**src/rpwm_pkg.sv**
```systemverilog
// rpwm_pkg: shared types, codes and constants of the ramped pwm block
// used by every module under src; depends on nothing
`default_nettype none
package rpwm_pkg;

  localparam int REACH_COUNT_DEF = 3;
  localparam int DIV_STEPS       = 33;
  localparam logic [32:0] PERIOD_NUM = 33'd1000;
  localparam logic [16:0] DUTY_ONE   = 17'd65536;

  typedef enum logic [1:0] {
    OPC_START  = 2'd0,
    OPC_TICK   = 2'd1,
    OPC_STOP   = 2'd2,
    OPC_FINISH = 2'd3
  } opcode_t;

  typedef enum logic [1:0] {
    MODE_IDLE   = 2'd0,
    MODE_MOVING = 2'd1,
    MODE_DONE   = 2'd2
  } run_mode_t;

  typedef enum logic [2:0] {
    REG_TARGET_DUTY = 3'd0,
    REG_PWM_FREQ    = 3'd1,
    REG_RAMP_UP     = 3'd2,
    REG_RAMP_DOWN   = 3'd3,
    REG_STOP_MODE   = 3'd4,
    REG_SENSOR_TGT  = 3'd5,
    REG_STOP_GAP    = 3'd6,
    REG_CURVE       = 3'd7
  } reg_index_t;

  typedef enum logic [2:0] {
    EV_BETWEEN,
    EV_RAMPUP,
    EV_HOLD,
    EV_RAMPDN,
    EV_END
  } eval_case_t;

  typedef enum logic [4:0] {
    DP_NONE,
    DP_START,
    DP_ABORT,
    DP_PERIOD,
    DP_OFFSET,
    DP_TICK,
    DP_HOLD,
    DP_FINISH,
    DP_BETWEEN,
    DP_END,
    DP_RUMUL,
    DP_RUDIV,
    DP_RDMUL,
    DP_RDDIV,
    DP_HOLDD,
    DP_DUTYQ,
    DP_GAP,
    DP_AMUL,
    DP_ADIV,
    DP_COMMIT,
    DP_OFFSET2,
    DP_PUSH
  } dp_op_t;

  typedef enum logic [3:0] {
    C_IDLE,
    C_PDIV,
    C_OFFMUL,
    C_EVAL,
    C_RUDIVS,
    C_RDDIVS,
    C_DWAIT1,
    C_APPR,
    C_ADIVS,
    C_DWAIT2,
    C_COMMIT,
    C_OFF2,
    C_PUSH
  } ctl_state_t;

  typedef struct packed {
    dp_op_t op;
    logic   latch;
  } cmd_t;

  typedef struct packed {
    opcode_t    opcode;
    logic       moving;
    logic       tgt_over;
    eval_case_t ecase;
    logic       appr;
    logic       in_gap;
    logic       div_done;
  } sts_t;

endpackage
`default_nettype wire

```
**src/rpwm_div.sv**
```systemverilog
// rpwm_div: restoring divider, one quotient bit per cycle
// depends on rpwm_pkg for the step count
`default_nettype none
module rpwm_div (
  input  wire logic        clk,
  input  wire logic        rst,
  input  wire logic        start,
  input  wire logic [32:0] dividend,
  input  wire logic [15:0] divisor,
  output logic             done,
  output logic [32:0]      quot
);

  logic [15:0] dvs;
  logic [15:0] rem;
  logic [5:0]  count;
  logic        busy;
  logic [16:0] rem_sh;
  logic        fit;

  always_comb begin
    rem_sh = {rem, quot[32]};
    fit    = rem_sh >= {1'b0, dvs};
  end

  always_ff @(posedge clk) begin
    if (rst) begin
      busy  <= 1'b0;
      done  <= 1'b0;
      count <= '0;
    end else begin
      done <= 1'b0;
      if (start) begin
        busy  <= 1'b1;
        count <= 6'(rpwm_pkg::DIV_STEPS);
      end else if (busy) begin
        count <= count - 6'd1;
        if (count == 6'd1) begin
          busy <= 1'b0;
          done <= 1'b1;
        end
      end
    end
  end

  always_ff @(posedge clk) begin
    if (start) begin
      quot <= dividend;
      rem  <= '0;
      dvs  <= divisor;
    end else if (busy) begin
      rem  <= fit ? 16'(rem_sh - {1'b0, dvs}) : rem_sh[15:0];
      quot <= {quot[31:0], fit};
    end
  end

endmodule
`default_nettype wire

```
**src/rpwm_dp.sv**
```systemverilog
// rpwm_dp: configuration registers, run state, shared multiplier and divider
// depends on rpwm_pkg and rpwm_div; driven by rpwm_ctl commands
`default_nettype none
module rpwm_dp #(
  parameter int REACH_COUNT = rpwm_pkg::REACH_COUNT_DEF
) (
  input  wire logic          clk,
  input  wire logic          rst,
  input  wire rpwm_pkg::cmd_t cmd,
  output rpwm_pkg::sts_t     sts,
  input  wire logic [1:0]    opcode,
  input  wire logic [9:0]    sensor_sample,
  input  wire logic          cfg_we,
  input  wire logic [2:0]    cfg_index,
  input  wire logic [16:0]   cfg_data,
  output logic               drive_on,
  output logic [1:0]         run_state,
  output logic [16:0]        duty_level,
  output logic [3:0]         reach_hits
);

  logic [16:0] target_duty;
  logic [9:0]  pwm_frequency_hz;
  logic [15:0] ramp_up_ms;
  logic [15:0] ramp_down_ms;
  logic [1:0]  stop_mode;
  logic [9:0]  sensor_target;
  logic signed [10:0] stop_gap;
  logic [9:0]  approach_curve;

  rpwm_pkg::run_mode_t run_mode;
  logic [31:0] elapsed_ms, next_on_ms, off_at_ms, hold_end_ms;
  logic [9:0]  period_ms;
  logic        switch_active;
  logic [16:0] duty_now;
  logic [3:0]  hit_count;
  logic [9:0]  sample;
  logic [16:0] duty;
  logic [32:0] mul_p;

  logic [15:0] down;
  logic [31:0] e;
  logic signed [11:0] rel, gap_x, d;
  logic [11:0] dsum;
  logic [3:0]  hit_inc;
  logic [16:0] mul_a;
  logic [15:0] mul_b;
  logic        mul_en;
  logic        div_start;
  logic [32:0] div_dvd;
  logic [15:0] div_dvs;
  logic        div_done;
  logic [32:0] div_quot;
  logic [9:0]  fsel;
  rpwm_pkg::eval_case_t ecase;

  rpwm_div u_div (
    .clk      (clk),
    .rst      (rst),
    .start    (div_start),
    .dividend (div_dvd),
    .divisor  (div_dvs),
    .done     (div_done),
    .quot     (div_quot)
  );

  always_comb begin
    down  = (ramp_down_ms != 16'd0) ? ramp_down_ms : ramp_up_ms;
    e     = elapsed_ms - hold_end_ms;
    fsel  = (pwm_frequency_hz != 10'd0) ? pwm_frequency_hz : 10'd1;
    if (elapsed_ms < next_on_ms)                 ecase = rpwm_pkg::EV_BETWEEN;
    else if (elapsed_ms < {16'd0, ramp_up_ms})   ecase = rpwm_pkg::EV_RAMPUP;
    else if (elapsed_ms < hold_end_ms)           ecase = rpwm_pkg::EV_HOLD;
    else if (e < {16'd0, down})                  ecase = rpwm_pkg::EV_RAMPDN;
    else                                         ecase = rpwm_pkg::EV_END;
    rel   = stop_mode[1] ? signed'({2'b00, sensor_target} - {2'b00, sample})
                         : signed'({2'b00, sample} - {2'b00, sensor_target});
    gap_x = 12'(stop_gap);
    d     = rel - gap_x;
    dsum  = 12'(d) + {2'b00, approach_curve};
    hit_inc = (hit_count != 4'd15) ? hit_count + 4'd1 : hit_count;

    sts.opcode   = rpwm_pkg::opcode_t'(opcode);
    sts.moving   = run_mode == rpwm_pkg::MODE_MOVING;
    sts.tgt_over = target_duty > rpwm_pkg::DUTY_ONE;
    sts.ecase    = ecase;
    sts.appr     = stop_mode != 2'd0;
    sts.in_gap   = rel <= gap_x;
    sts.div_done = div_done;

    mul_en = 1'b1;
    mul_a  = target_duty;
    mul_b  = '0;
    case (cmd.op)
      rpwm_pkg::DP_PERIOD: mul_b = {6'd0, div_quot[9:0]};
      rpwm_pkg::DP_RUMUL:  mul_b = elapsed_ms[15:0];
      rpwm_pkg::DP_RDMUL:  mul_b = down - e[15:0];
      rpwm_pkg::DP_AMUL: begin
        mul_a = duty;
        mul_b = {4'd0, 12'(d)};
      end
      rpwm_pkg::DP_COMMIT: begin
        mul_a = duty;
        mul_b = {6'd0, period_ms};
      end
      default: mul_en = 1'b0;
    endcase

    div_start = 1'b1;
    div_dvd   = mul_p;
    div_dvs   = ramp_up_ms;
    case (cmd.op)
      rpwm_pkg::DP_START: begin
        div_dvd = rpwm_pkg::PERIOD_NUM;
        div_dvs = {6'd0, fsel};
      end
      rpwm_pkg::DP_RUDIV: div_dvs = ramp_up_ms;
      rpwm_pkg::DP_RDDIV: div_dvs = down;
      rpwm_pkg::DP_ADIV:  div_dvs = {4'd0, dsum};
      default: div_start = 1'b0;
    endcase
  end

  always_ff @(posedge clk) begin
    if (mul_en) mul_p <= mul_a * mul_b;
    if (cmd.latch) sample <= sensor_sample;
    if (cmd.op == rpwm_pkg::DP_DUTYQ) duty <= div_quot[16:0];
    if (cmd.op == rpwm_pkg::DP_HOLDD) duty <= target_duty;
    if (cmd.op == rpwm_pkg::DP_PUSH) begin
      drive_on   <= switch_active;
      run_state  <= run_mode;
      duty_level <= duty_now;
      reach_hits <= hit_count;
    end
  end

  always_ff @(posedge clk) begin
    if (rst) begin
      target_duty      <= '0;
      pwm_frequency_hz <= 10'd1;
      ramp_up_ms       <= 16'd1;
      ramp_down_ms     <= '0;
      stop_mode        <= '0;
      sensor_target    <= '0;
      stop_gap         <= '0;
      approach_curve   <= '0;
      run_mode         <= rpwm_pkg::MODE_IDLE;
      elapsed_ms       <= '0;
      next_on_ms       <= '0;
      off_at_ms        <= '0;
      hold_end_ms      <= '1;
      period_ms        <= '0;
      switch_active    <= 1'b0;
      duty_now         <= '0;
      hit_count        <= '0;
    end else begin
      if (cfg_we) begin
        case (rpwm_pkg::reg_index_t'(cfg_index))
          rpwm_pkg::REG_TARGET_DUTY: target_duty      <= cfg_data;
          rpwm_pkg::REG_PWM_FREQ:    pwm_frequency_hz <= cfg_data[9:0];
          rpwm_pkg::REG_RAMP_UP:     ramp_up_ms       <= cfg_data[15:0];
          rpwm_pkg::REG_RAMP_DOWN:   ramp_down_ms     <= cfg_data[15:0];
          rpwm_pkg::REG_STOP_MODE:   stop_mode        <= cfg_data[1:0];
          rpwm_pkg::REG_SENSOR_TGT:  sensor_target    <= cfg_data[9:0];
          rpwm_pkg::REG_STOP_GAP:    stop_gap         <= signed'(cfg_data[10:0]);
          rpwm_pkg::REG_CURVE:       approach_curve   <= cfg_data[9:0];
          default: ;
        endcase
      end
      case (cmd.op)
        rpwm_pkg::DP_START: begin
          elapsed_ms  <= '0;
          next_on_ms  <= '0;
          hold_end_ms <= '1;
          duty_now    <= '0;
          hit_count   <= '0;
        end
        rpwm_pkg::DP_ABORT: begin
          off_at_ms     <= '0;
          switch_active <= 1'b0;
          run_mode      <= rpwm_pkg::MODE_DONE;
        end
        rpwm_pkg::DP_PERIOD: begin
          period_ms <= div_quot[9:0];
          run_mode  <= rpwm_pkg::MODE_MOVING;
        end
        rpwm_pkg::DP_OFFSET: off_at_ms <= {15'd0, mul_p[32:16]};
        rpwm_pkg::DP_TICK: begin
          if (elapsed_ms != '1) elapsed_ms <= elapsed_ms + 32'd1;
        end
        rpwm_pkg::DP_HOLD: begin
          if (run_mode == rpwm_pkg::MODE_MOVING) hold_end_ms <= elapsed_ms;
        end
        rpwm_pkg::DP_FINISH: begin
          run_mode      <= rpwm_pkg::MODE_IDLE;
          switch_active <= 1'b0;
        end
        rpwm_pkg::DP_BETWEEN: begin
          if (elapsed_ms > off_at_ms) switch_active <= 1'b0;
        end
        rpwm_pkg::DP_END: begin
          switch_active <= 1'b0;
          run_mode      <= rpwm_pkg::MODE_DONE;
        end
        rpwm_pkg::DP_GAP: begin
          duty_now      <= '0;
          switch_active <= 1'b0;
          hit_count     <= hit_inc;
          if (hit_inc >= 4'(REACH_COUNT)) run_mode <= rpwm_pkg::MODE_DONE;
        end
        rpwm_pkg::DP_AMUL: hit_count <= '0;
        rpwm_pkg::DP_COMMIT: begin
          duty_now      <= duty;
          switch_active <= 1'b1;
        end
        rpwm_pkg::DP_OFFSET2: begin
          off_at_ms  <= next_on_ms + {15'd0, mul_p[32:16]};
          next_on_ms <= next_on_ms + {22'd0, period_ms};
        end
        default: ;
      endcase
    end
  end

endmodule
`default_nettype wire

```
**src/rpwm_ctl.sv**
```systemverilog
// rpwm_ctl: sequencer that steps the datapath through one input beat
// depends on rpwm_pkg; owns the handshakes of both channels
`default_nettype none
module rpwm_ctl (
  input  wire logic           clk,
  input  wire logic           rst,
  input  wire logic           in_valid,
  output logic                in_stall,
  output logic                out_valid,
  input  wire logic           out_stall,
  input  wire rpwm_pkg::sts_t sts,
  output rpwm_pkg::cmd_t      cmd
);

  rpwm_pkg::ctl_state_t state, state_next;
  logic out_valid_next;

  always_ff @(posedge clk) begin
    if (rst) begin
      state     <= rpwm_pkg::C_IDLE;
      out_valid <= 1'b0;
    end else begin
      state     <= state_next;
      out_valid <= out_valid_next;
    end
  end

  always_comb begin
    state_next = state;
    cmd.op     = rpwm_pkg::DP_NONE;
    cmd.latch  = 1'b0;
    in_stall   = state != rpwm_pkg::C_IDLE;
    out_valid_next = out_valid && out_stall;
    case (state)
      rpwm_pkg::C_IDLE: begin
        if (in_valid) begin
          cmd.latch  = 1'b1;
          state_next = rpwm_pkg::C_PUSH;
          case (sts.opcode)
            rpwm_pkg::OPC_START: begin
              cmd.op     = rpwm_pkg::DP_START;
              state_next = rpwm_pkg::C_PDIV;
            end
            rpwm_pkg::OPC_TICK: begin
              if (sts.moving) begin
                cmd.op     = rpwm_pkg::DP_TICK;
                state_next = rpwm_pkg::C_EVAL;
              end
            end
            rpwm_pkg::OPC_STOP:   cmd.op = rpwm_pkg::DP_HOLD;
            rpwm_pkg::OPC_FINISH: cmd.op = rpwm_pkg::DP_FINISH;
            default: ;
          endcase
        end
      end
      rpwm_pkg::C_PDIV: begin
        if (sts.div_done) begin
          if (sts.tgt_over) begin
            cmd.op     = rpwm_pkg::DP_ABORT;
            state_next = rpwm_pkg::C_PUSH;
          end else begin
            cmd.op     = rpwm_pkg::DP_PERIOD;
            state_next = rpwm_pkg::C_OFFMUL;
          end
        end
      end
      rpwm_pkg::C_OFFMUL: begin
        cmd.op     = rpwm_pkg::DP_OFFSET;
        state_next = rpwm_pkg::C_EVAL;
      end
      rpwm_pkg::C_EVAL: begin
        case (sts.ecase)
          rpwm_pkg::EV_BETWEEN: begin
            cmd.op     = rpwm_pkg::DP_BETWEEN;
            state_next = rpwm_pkg::C_PUSH;
          end
          rpwm_pkg::EV_RAMPUP: begin
            cmd.op     = rpwm_pkg::DP_RUMUL;
            state_next = rpwm_pkg::C_RUDIVS;
          end
          rpwm_pkg::EV_HOLD: begin
            cmd.op     = rpwm_pkg::DP_HOLDD;
            state_next = rpwm_pkg::C_APPR;
          end
          rpwm_pkg::EV_RAMPDN: begin
            cmd.op     = rpwm_pkg::DP_RDMUL;
            state_next = rpwm_pkg::C_RDDIVS;
          end
          default: begin
            cmd.op     = rpwm_pkg::DP_END;
            state_next = rpwm_pkg::C_PUSH;
          end
        endcase
      end
      rpwm_pkg::C_RUDIVS: begin
        cmd.op     = rpwm_pkg::DP_RUDIV;
        state_next = rpwm_pkg::C_DWAIT1;
      end
      rpwm_pkg::C_RDDIVS: begin
        cmd.op     = rpwm_pkg::DP_RDDIV;
        state_next = rpwm_pkg::C_DWAIT1;
      end
      rpwm_pkg::C_DWAIT1: begin
        if (sts.div_done) begin
          cmd.op     = rpwm_pkg::DP_DUTYQ;
          state_next = rpwm_pkg::C_APPR;
        end
      end
      rpwm_pkg::C_APPR: begin
        if (!sts.appr) begin
          cmd.op     = rpwm_pkg::DP_COMMIT;
          state_next = rpwm_pkg::C_OFF2;
        end else if (sts.in_gap) begin
          cmd.op     = rpwm_pkg::DP_GAP;
          state_next = rpwm_pkg::C_PUSH;
        end else begin
          cmd.op     = rpwm_pkg::DP_AMUL;
          state_next = rpwm_pkg::C_ADIVS;
        end
      end
      rpwm_pkg::C_ADIVS: begin
        cmd.op     = rpwm_pkg::DP_ADIV;
        state_next = rpwm_pkg::C_DWAIT2;
      end
      rpwm_pkg::C_DWAIT2: begin
        if (sts.div_done) begin
          cmd.op     = rpwm_pkg::DP_DUTYQ;
          state_next = rpwm_pkg::C_COMMIT;
        end
      end
      rpwm_pkg::C_COMMIT: begin
        cmd.op     = rpwm_pkg::DP_COMMIT;
        state_next = rpwm_pkg::C_OFF2;
      end
      rpwm_pkg::C_OFF2: begin
        cmd.op     = rpwm_pkg::DP_OFFSET2;
        state_next = rpwm_pkg::C_PUSH;
      end
      rpwm_pkg::C_PUSH: begin
        if (!out_valid || !out_stall) begin
          cmd.op         = rpwm_pkg::DP_PUSH;
          out_valid_next = 1'b1;
          state_next     = rpwm_pkg::C_IDLE;
        end
      end
      default: state_next = rpwm_pkg::C_IDLE;
    endcase
  end

endmodule
`default_nettype wire

```
**src/ramped_pwm_with_sensor_stop.sv**
```systemverilog
// ramped_pwm_with_sensor_stop: top level joining sequencer and datapath
// depends on rpwm_pkg, rpwm_ctl, rpwm_dp and rpwm_div
//
// Ramped PWM controller driven by one beat per millisecond tick. Each input
// beat (start, tick, stop request, finish) yields one result beat with the
// drive state, run state, duty of the latest period and sensor hit count.
// One beat is worked on at a time; the result sits in an output register so
// a new beat can be taken while it waits. A boundary in a ramp runs the
// shared 33-step divider once, or twice in sensor-approach mode when the
// sensor is outside the stop gap; a start adds one more divide for the
// period. A stalled result keeps the next beat waiting.
`default_nettype none
module ramped_pwm_with_sensor_stop #(
  parameter int REACH_COUNT = rpwm_pkg::REACH_COUNT_DEF
) (
  input  wire logic        clk,
  input  wire logic        rst,
  input  wire logic        in_valid,
  output logic             in_stall,
  input  wire logic [1:0]  opcode,
  input  wire logic [9:0]  sensor_sample,
  output logic             out_valid,
  input  wire logic        out_stall,
  output logic             drive_on,
  output logic [1:0]       run_state,
  output logic [16:0]      duty_level,
  output logic [3:0]       reach_hits,
  input  wire logic        cfg_we,
  input  wire logic [2:0]  cfg_index,
  input  wire logic [16:0] cfg_data
);

  rpwm_pkg::cmd_t cmd;
  rpwm_pkg::sts_t sts;

  rpwm_ctl u_ctl (
    .clk       (clk),
    .rst       (rst),
    .in_valid  (in_valid),
    .in_stall  (in_stall),
    .out_valid (out_valid),
    .out_stall (out_stall),
    .sts       (sts),
    .cmd       (cmd)
  );

  rpwm_dp #(.REACH_COUNT(REACH_COUNT)) u_dp (
    .clk           (clk),
    .rst           (rst),
    .cmd           (cmd),
    .sts           (sts),
    .opcode        (opcode),
    .sensor_sample (sensor_sample),
    .cfg_we        (cfg_we),
    .cfg_index     (cfg_index),
    .cfg_data      (cfg_data),
    .drive_on      (drive_on),
    .run_state     (run_state),
    .duty_level    (duty_level),
    .reach_hits    (reach_hits)
  );

endmodule
`default_nettype wire

```
**config.mk**
```make
export PLATFORM = sky130hd
export DESIGN_NAME = ramped_pwm_with_sensor_stop
export DESIGN_NICKNAME = d
export VERILOG_FILES = /design/src/rpwm_pkg.sv /design/src/rpwm_div.sv /design/src/rpwm_dp.sv /design/src/rpwm_ctl.sv /design/src/ramped_pwm_with_sensor_stop.sv
export SDC_FILE = /design/constraint.sdc
export NUM_CORES = 2
export LEC_CHECK = 0
export ABC_AREA = 0
export BUFFER_PORTS_ARGS = -buffer_cell sky130_fd_sc_hd__buf_2
export CORE_UTILIZATION = 40
export DETAILED_ROUTE_END_ITERATION = 8
export HOLD_SLACK_MARGIN = 0.1
export PLACE_DENSITY_LB_ADDON = 0.2
export SLEW_MARGIN = 40
export SYNTH_ARGS = -nofsm -noshare
export SYNTH_HDL_FRONTEND = slang
export SYNTH_SLANG_ARGS = --single-unit
```
**constraint.sdc**
```tcl
create_clock -name clk -period 22.5 [get_ports clk]
set_input_delay 3.375 -clock clk [delete_from_list [all_inputs] [get_ports clk]]
set_output_delay 3.375 -clock clk [all_outputs]
set_load 0.02 [all_outputs]
```
After elaboration in Yosys (flattened, before gate mapping)
Index checks and enable logic that the tools add are counted.

cells by class
  bitwise operators = 1
  equal/unequal tests = 59
  multipliers = 1
  reductions and logical operators = 46
  order comparisons = 9
  $add $sub $neg = 12
  muxes and demuxes = 63

operators with widths
  cell                                                 count
  one-hot mux 32 bit (2 select lines)                  3
  2-to-1 mux 33 bit                                    3
  one-hot mux 32 bit (3 select lines)                  1
  one-hot mux 16 bit (5 select lines)                  1
  less-than comparator 32 x 16 -> 1 bit                2
  less-than comparator 32 bit                          2
  2-to-1 mux 32 bit                                    2
  one-hot mux 5 bit (12 select lines)                  1
  2-to-1 mux 17 bit                                    3
  one-hot mux 16 bit (3 select lines)                  1
  one-hot mux 4 bit (12 select lines)                  1
  equality test 5 x 4 -> 1 bit, second input constant  8
  2-to-1 mux 4 bit                                     10
  one-hot mux 17 bit (2 select lines)                  1
  multiplier 17 x 16 -> 33 bit                         1
  adder 32 x 1 -> 32 bit, second input constant        1
  adder 32 x 10 -> 32 bit                              1
  adder 32 x 17 -> 32 bit                              1
  greater-than comparator 32 bit                       1
  2-to-1 mux 16 bit                                    2
  inequality test 32 bit, second input constant        1
  subtractor 16 bit                                    2
  subtractor 32 bit                                    1
  equality test 5 bit, second input constant           6
  other kinds (56)                                     135

word-level totals
  output and inout port bits = 26
  bits in registers = 416
  input port bits = 37
  logic and storage cells = 224

Depth between registers and ports, before layout
  depth in word-level cells = 14
  mapped depth = 52
  gate-level depth less buffers = 49

Cells and area by module
Synthesis repeated with hierarchy kept, for this count alone.

unflattened totals
  cell total of the unflattened synthesis = 4098
  area, all modules = 35235.0 sq um

by module, submodules not included
  module    seq. area each (sq um)  cells each  times used  area each (sq um)
  rpwm_dp   7607.3                  3647        1           30648.1
  rpwm_div  1951.9                  338         1           3838.7
  rpwm_ctl  100.1                   113         1           748.2

Least setup slack after synthesis
No wires, ideal clock.

  kind = input to register
  start point = input port in_valid
  end point = register u_dp.mul_p[31], data pin
  slack = 10291 ps
  stages on the path = 35
  required time = 22242 ps
  setup time = 258 ps
  buffers on the path = 4
  data arrival time = 11951 ps
  path through = and3_1 -> clkbuf_1 -> nand2_1 -> o2111ai_1 -> a211o_1 -> buf_2 -> buf_2 -> mux2i_1 -> o211ai_1 -> a21oi_2 -> buf_2 -> nor2_1 -> fa_1 -> inv_1 -> fa_1 -> fa_1 -> fa_1 -> inv_1 -> fa_1 -> inv_1 -> fa_1 -> inv_1 -> ha_1 -> a21o_1 -> a221o_1 -> a221oi_1 -> a211oi_1 -> o41ai_1 -> o211a_1 -> a211oi_1 -> a41o_1 -> o41ai_1 -> o21bai_1 -> a21oi_1 -> xnor2_1

between the ends
  longest elaborated chain between the ends = 6

ends and longest elaborated chain
  element                                RTL line                           source
  from (decl)                            ramped_pwm_with_sensor_stop.sv:18  input wire logic in_valid,
  2-to-1 mux 6 bit *                     rpwm_ctl.sv:36                     if (in_valid) begin
  one-hot mux 5 bit (12 select lines) *  rpwm_ctl.sv:34                     case (state)
  equality test 5 bit                    rpwm_dp.sv:94                      case (cmd.op)
  OR reduction 2 bit (no source line)    n/a
  2-to-1 mux 17 bit                      rpwm_dp.sv:94
  multiplier 17 x 16 -> 33 bit *         rpwm_dp.sv:125                     if (mul_en) mul_p <= mul_a * mul_b;
  to (signal assigned)                   rpwm_dp.sv:125
  to (decl)                              rpwm_dp.sv:39                      logic [32:0] mul_p;

Mark *: on every way between the ends. The rest lies on a longest branch, timed or not.
A chain may end at the register's enable or synchronous reset.

Worst setup path in the final report
  start point = register u_dp.elapsed_ms[0]
  end point = register u_dp.mul_p[31], data pin

between the ends
  longest elaborated chain between the ends = 13

ends and longest elaborated chain
  element                                               RTL line        source
  from (decl)                                           rpwm_dp.sv:32   logic [31:0] elapsed_ms, next_on_ms, off_at_ms, hold_end_ms;
  from (signal assigned)                                rpwm_dp.sv:189  if (elapsed_ms != '1) elapsed_ms <= elapsed_ms + 32'd1;
  subtractor 32 bit                                     rpwm_dp.sv:69   e = elapsed_ms - hold_end_ms;
  less-than comparator 32 x 16 -> 1 bit                 rpwm_dp.sv:74   else if (e < {16'd0, down}) ecase = rpwm_pkg::EV_RAMPDN;
  2-to-1 mux 3 bit                                      rpwm_dp.sv:74
  2-to-1 mux 3 bit                                      rpwm_dp.sv:73   else if (elapsed_ms < hold_end_ms) ecase = rpwm_pkg::EV_HOLD;
  2-to-1 mux 3 bit                                      rpwm_dp.sv:72   else if (elapsed_ms < {16'd0, ramp_up_ms}) ecase = rpwm_pkg::EV_RAMPUP;
  2-to-1 mux 3 bit                                      rpwm_dp.sv:71   if (elapsed_ms < next_on_ms) ecase = rpwm_pkg::EV_BETWEEN;
  equality test 3 x 2 -> 1 bit (tied with other cells)  rpwm_ctl.sv:72  case (sts.ecase)
  one-hot mux 3 bit (4 select lines)                    rpwm_ctl.sv:72
  one-hot mux 5 bit (12 select lines)                   rpwm_ctl.sv:34
  equality test 5 bit                                   rpwm_dp.sv:94
  OR reduction 2 bit (no source line)                   n/a
  2-to-1 mux 17 bit                                     rpwm_dp.sv:94
  multiplier 17 x 16 -> 33 bit *                        rpwm_dp.sv:125

Marked as above.

==> results by group <==
Timing
  – Max Clock Skew: around 0.037 ns
  – Tightest Pin Transition: between 0.8 and 0.9 ns
  – Min cycle time layout: roughly 14 ns
  – Hold_ws: between 0.4 and 0.5 ns
  – Pins Over Slew Limit: 0
  – Final setup TNS: 0 ns
  – Final hold vios: 0
  – F_max: 72.83 MHz
  – Final setup violation count: 0
  – Slew margin rel.: 0.4445
  – RSZ-0062 raised after global routing: false
  – Period utilisation layout: 0.6102

Synth
  – Synth area leader: dfxtp_1
  – Synthesized area: between 0.03 and 0.04 mm2
  – #FFs+latches synth: approximately 420
  – Top-area cell type share of the netlist area: 0.1604
  – Post-synthesis async set-or-reset flop share: 0
  – Yosys cell types: about 100
  – EDFF count, synth: around 130
  – Top_reg_cell synth: dfxtp_1
  – Sequential cell area fraction in the yosys report: 0.2734
  – YS warnings: 0
  – Average instance area after synthesis: ~8.6 um2
  – Synth area leaders: dfxtp_1 16%, fa_1 12%, ha_1 12%
  – Synthesized instance count: roughly 4100
  – Syn Nets: 4706

Routing
  – Post-route DRC violation count: 0
  – Antenna Nets Post-Route: 0
  – Top routing layer used: met4
  – Drt first pass iters: 6
  – Metal-1 WL: ~51000 um
  – Avg Vias per Cell: ~5.5
  – Final WL: around 110000 um
  – DR WL/cell: around 21 um
  – DR WL met2: roughly 50000 um
  – Iter 0 DRT Violations: roughly 2500
  – Metal3 WL: 6498 um
  – Via count: a little under 30000

Global route
  – Gr ovfl total: 0
  – Initial antenna violation count: 6
  – Largest net degree at the start of global routing: 76
  – Total GRT Usage: 0.2442
  – Vias in the first global route: between 20000 and 30000
  – First-pass GRT wire length: ~170000 um

Setup path
  – RR Startpoint: u_dp.elapsed_ms[0]
  – Most used cell, CP: fa_1
  – Endpoint type of the worst setup path: register
  – RR Endpoint: u_dp.mul_p[31]
  – CP Max Fanout: 21
  – Data arrival time of the worst path: ~14 ns
  – Crit path largest cell delay: ~0.63 ns
  – CP Data Required Time: 22.86 ns
  – Setup slack, reg-to-reg: between 8 and 9 ns
  – R2R depth: 44
  – Critical Path Start Type: register
  – Critical-path top delay cell: o211a_2
  – Crit Path Category: reg -> reg

Power and ir drop
  – Net Sw Power: between 1 and 1.5 mW
  – Sequential power share: 0.328
  – PD cells: about 79 mW/mm2
  – Clock power share: 0.281
  – Sw frac: 0.3962
  – Max IR drop VDD: approximately 0.00011 V
  – Combinational share of power: 0.391
  – P_int: 1.855 mW
  – Leakage power total: 16.74 nW

Cells and area
  – Share of layout cells above drive strength 1: 0.08198
  – Final Non-Filler Cells: approximately 5300
  – Post-route cell area: roughly 0.039 mm2
  – Final core utilization: 0.4445
  – Layout net count: between 4000 and 5000
  – P&R area growth vs syn: 9.684%

Place
  – Post-place instance area: about 0.037 mm2
  – Routability cong.: roughly 0.94
  – Number of port buffers: between 60 and 70
  – Placed insts: 5234
  – Detail Placement HPWL: approximately 85000 um

Floorplan
  – Die W: between 200 and 300 um
  – Die Ht: 299.2 um
  – Core ar.: 0.08716 mm2
  – Site Rows: 108
  – I/O pins: 63
  – Initial Util: 0.4053
  – Die area: 0.08950 mm2

Clock network
  – CTS Buffer Depth: 3
  – CTS Hold Bufs: 0
  – CTS Sinks: between 400 and 500
  – Skew-Pair Late Insertion Delay: a little over 0.6 ns
  – CTS H-tree depth: 2
  – Post-CTS sizing: 0
  – CTS tree: built
  – Clock-pin slew on the worst setup and hold paths: 0.06 ns
  – Root Buffer: clkbuf_16
  – CTS Buf Count: 50
  – # Post-CTS Setup Buffers: 0

Hold path
  – Hold_sp: u_dp.duty_now[10]
  – Hold endpoint: u_dp.duty_level[10]
  – HP Class: reg -> reg
  – Hold Path Cell Cnt: 0

Run status
  – Status: finished, final reports clean

Flow run
  – Maxcap violations: 0
[cell usage after synthesis, drive strengths merged (7+ instances only)]
| master | n |
|---|---|
| a22o | 37 |
| a21o | 64 |
| nand2b | 77 |
| o21ai | 107 |
| nor4 | 26 |
| a21oi | 309 |
| o21a | 22 |
| a21boi | 13 |
| a211o | 7 |
| fa | 217 |
| and2 | 23 |
| or4 | 14 |
| buf | 57 |
| or3 | 25 |
| dfxtp | 283 |
| a221o | 23 |
| clkbuf | 103 |
| xnor2 | 114 |
| a211oi | 43 |
| edfxtp | 133 |
| a2111oi | 7 |
| a31oi | 18 |
| nor3 | 61 |
| or2 | 36 |
| nor2b | 34 |
| mux2 | 41 |
| nand4 | 48 |
| xor2 | 35 |
| ha | 334 |
| a311oi | 7 |
| nor2 | 321 |
| o22ai | 11 |
| a22oi | 10 |
| a221oi | 14 |
| nand2 | 546 |
| and3 | 29 |
| o31ai | 15 |
| nand3 | 112 |
| o211ai | 63 |
| o2111ai | 8 |
| inv | 511 |
| o21bai | 20 |
| mux2i | 48 |
[how the worst max path moves through the flow]
| stage | startpoint | endpoint | slack (ns) | depth (start not counted) |
|---|---|---|---|---|
| 3_5_place_dp | in_valid | u_dp.mul_p[31] | 8.41 | 33 |
| 5_1_grt | u_dp.elapsed_ms[0] | u_dp.mul_p[31] | 8.09 | 44 |
| 2_1_floorplan | in_valid | u_dp.mul_p[31] | 10.29 | 35 |
| 3_3_place_gp | in_valid | u_dp.mul_p[31] | 8.62 | 33 |
| 6_report | u_dp.elapsed_ms[0] | u_dp.mul_p[31] | 8.77 | 44 |
| 4_1_cts | u_dp.elapsed_ms[0] | u_dp.mul_p[31] | 8.71 | 44 |
[cells in the final DEF (no fill, tap or decap), types with 35 or more instances in the layout]
cell type  instances
nand2_1          545
inv_1            510
ha_1             334
nor2_1           317
a21oi_1          302
dfxtp_1          282
fa_1             217
edfxtp_1         133
xnor2_1          113
nand3_1          111
o21ai_0          103
nand2b_1          76
a21o_1            64
o211ai_1          63
buf_2             61
nor3_1            58
buf_4             57
clkbuf_16         51
nand4_1           47
a211oi_1          42
mux2_2            39
a22o_1            37
xor2_1            35
[critical path: cells and delay by family, from the launching register on]
family          cells  cell delay (ns)
simple gates        5             1.68
compound gates     21             6.36
buf+inv             6             0.60
xor+xnor            2             0.22
fa+ha+maj          10             4.18
flops               1             0.41
[area by class of cell]
type,instances,area (um2)
tap,1155,1445
fill,8725,48410
sequential,416,9661
multi-input combinational,3031,23190
clock buffer,61,1394
antenna,1,2.502
clock inverter,32,357.8
timing repair buffer,121,775.7
inverter,511,1918
[sequential cells by signal (all words and copies together), names as in the netlist, 11 cells and up]
name	cells
u_dp.duty	17
u_dp.off_at_ms	32
u_dp.stop_gap	11
u_dp.u_div.quot	33
u_dp.duty_level	17
u_dp.ramp_down_ms	16
u_dp.ramp_up_ms	16
u_dp.elapsed_ms	32
u_dp.mul_p	33
u_dp.u_div.dvs	16
u_dp.duty_now	17
u_dp.next_on_ms	32
u_dp.u_div.rem	16
u_dp.hold_end_ms	32
u_dp.target_duty	17
[logic make-up after synthesis]
| group | after synthesis | share of synthesized area |
|---|---|---|
| compound gates | 865 | 0.1647 |
| xor+xnor | 149 | 0.03694 |
| fa+ha+maj | 551 | 0.2413 |
| buf+inv | 671 | 0.07470 |
| flops | 416 | 0.2734 |
| mux | 89 | 0.02905 |
| simple gates | 1377 | 0.1799 |
[through the flow]
| step | power (mW) | setup WS, ns |
|---|---|---|
| 2_1_floorplan | 1.808 | 10.29 |
| 3_3_place_gp | 2.180 | 8.624 |
| 3_5_place_dp | 2.204 | 8.414 |
| 4_1_cts | 3.079 | 8.711 |
| 5_1_grt | 3.235 | 8.086 |
| 6_report | 3.072 | 8.770 |
[power by group through the flow]
stage / sequential [mW] / clock [mW] / combinational [mW]
after CTS: 1.01 / 0.883 / 1.19
after global placement: 1.02 / 0 / 1.16
after global routing: 1.02 / 0.910 / 1.31
after floorplan: 0.982 / 0 / 0.826
final: 1.01 / 0.864 / 1.20
after detailed placement: 1.02 / 0 / 1.18
[per-layer routing]
layer	track usage	vias to the layer above
met5	0	-
met4	0.05770	0
met3	0.02841	144
met2	0.3955	844
met1	0.3466	14367
li1	-	14166
(Power assumes the default switching activity.)
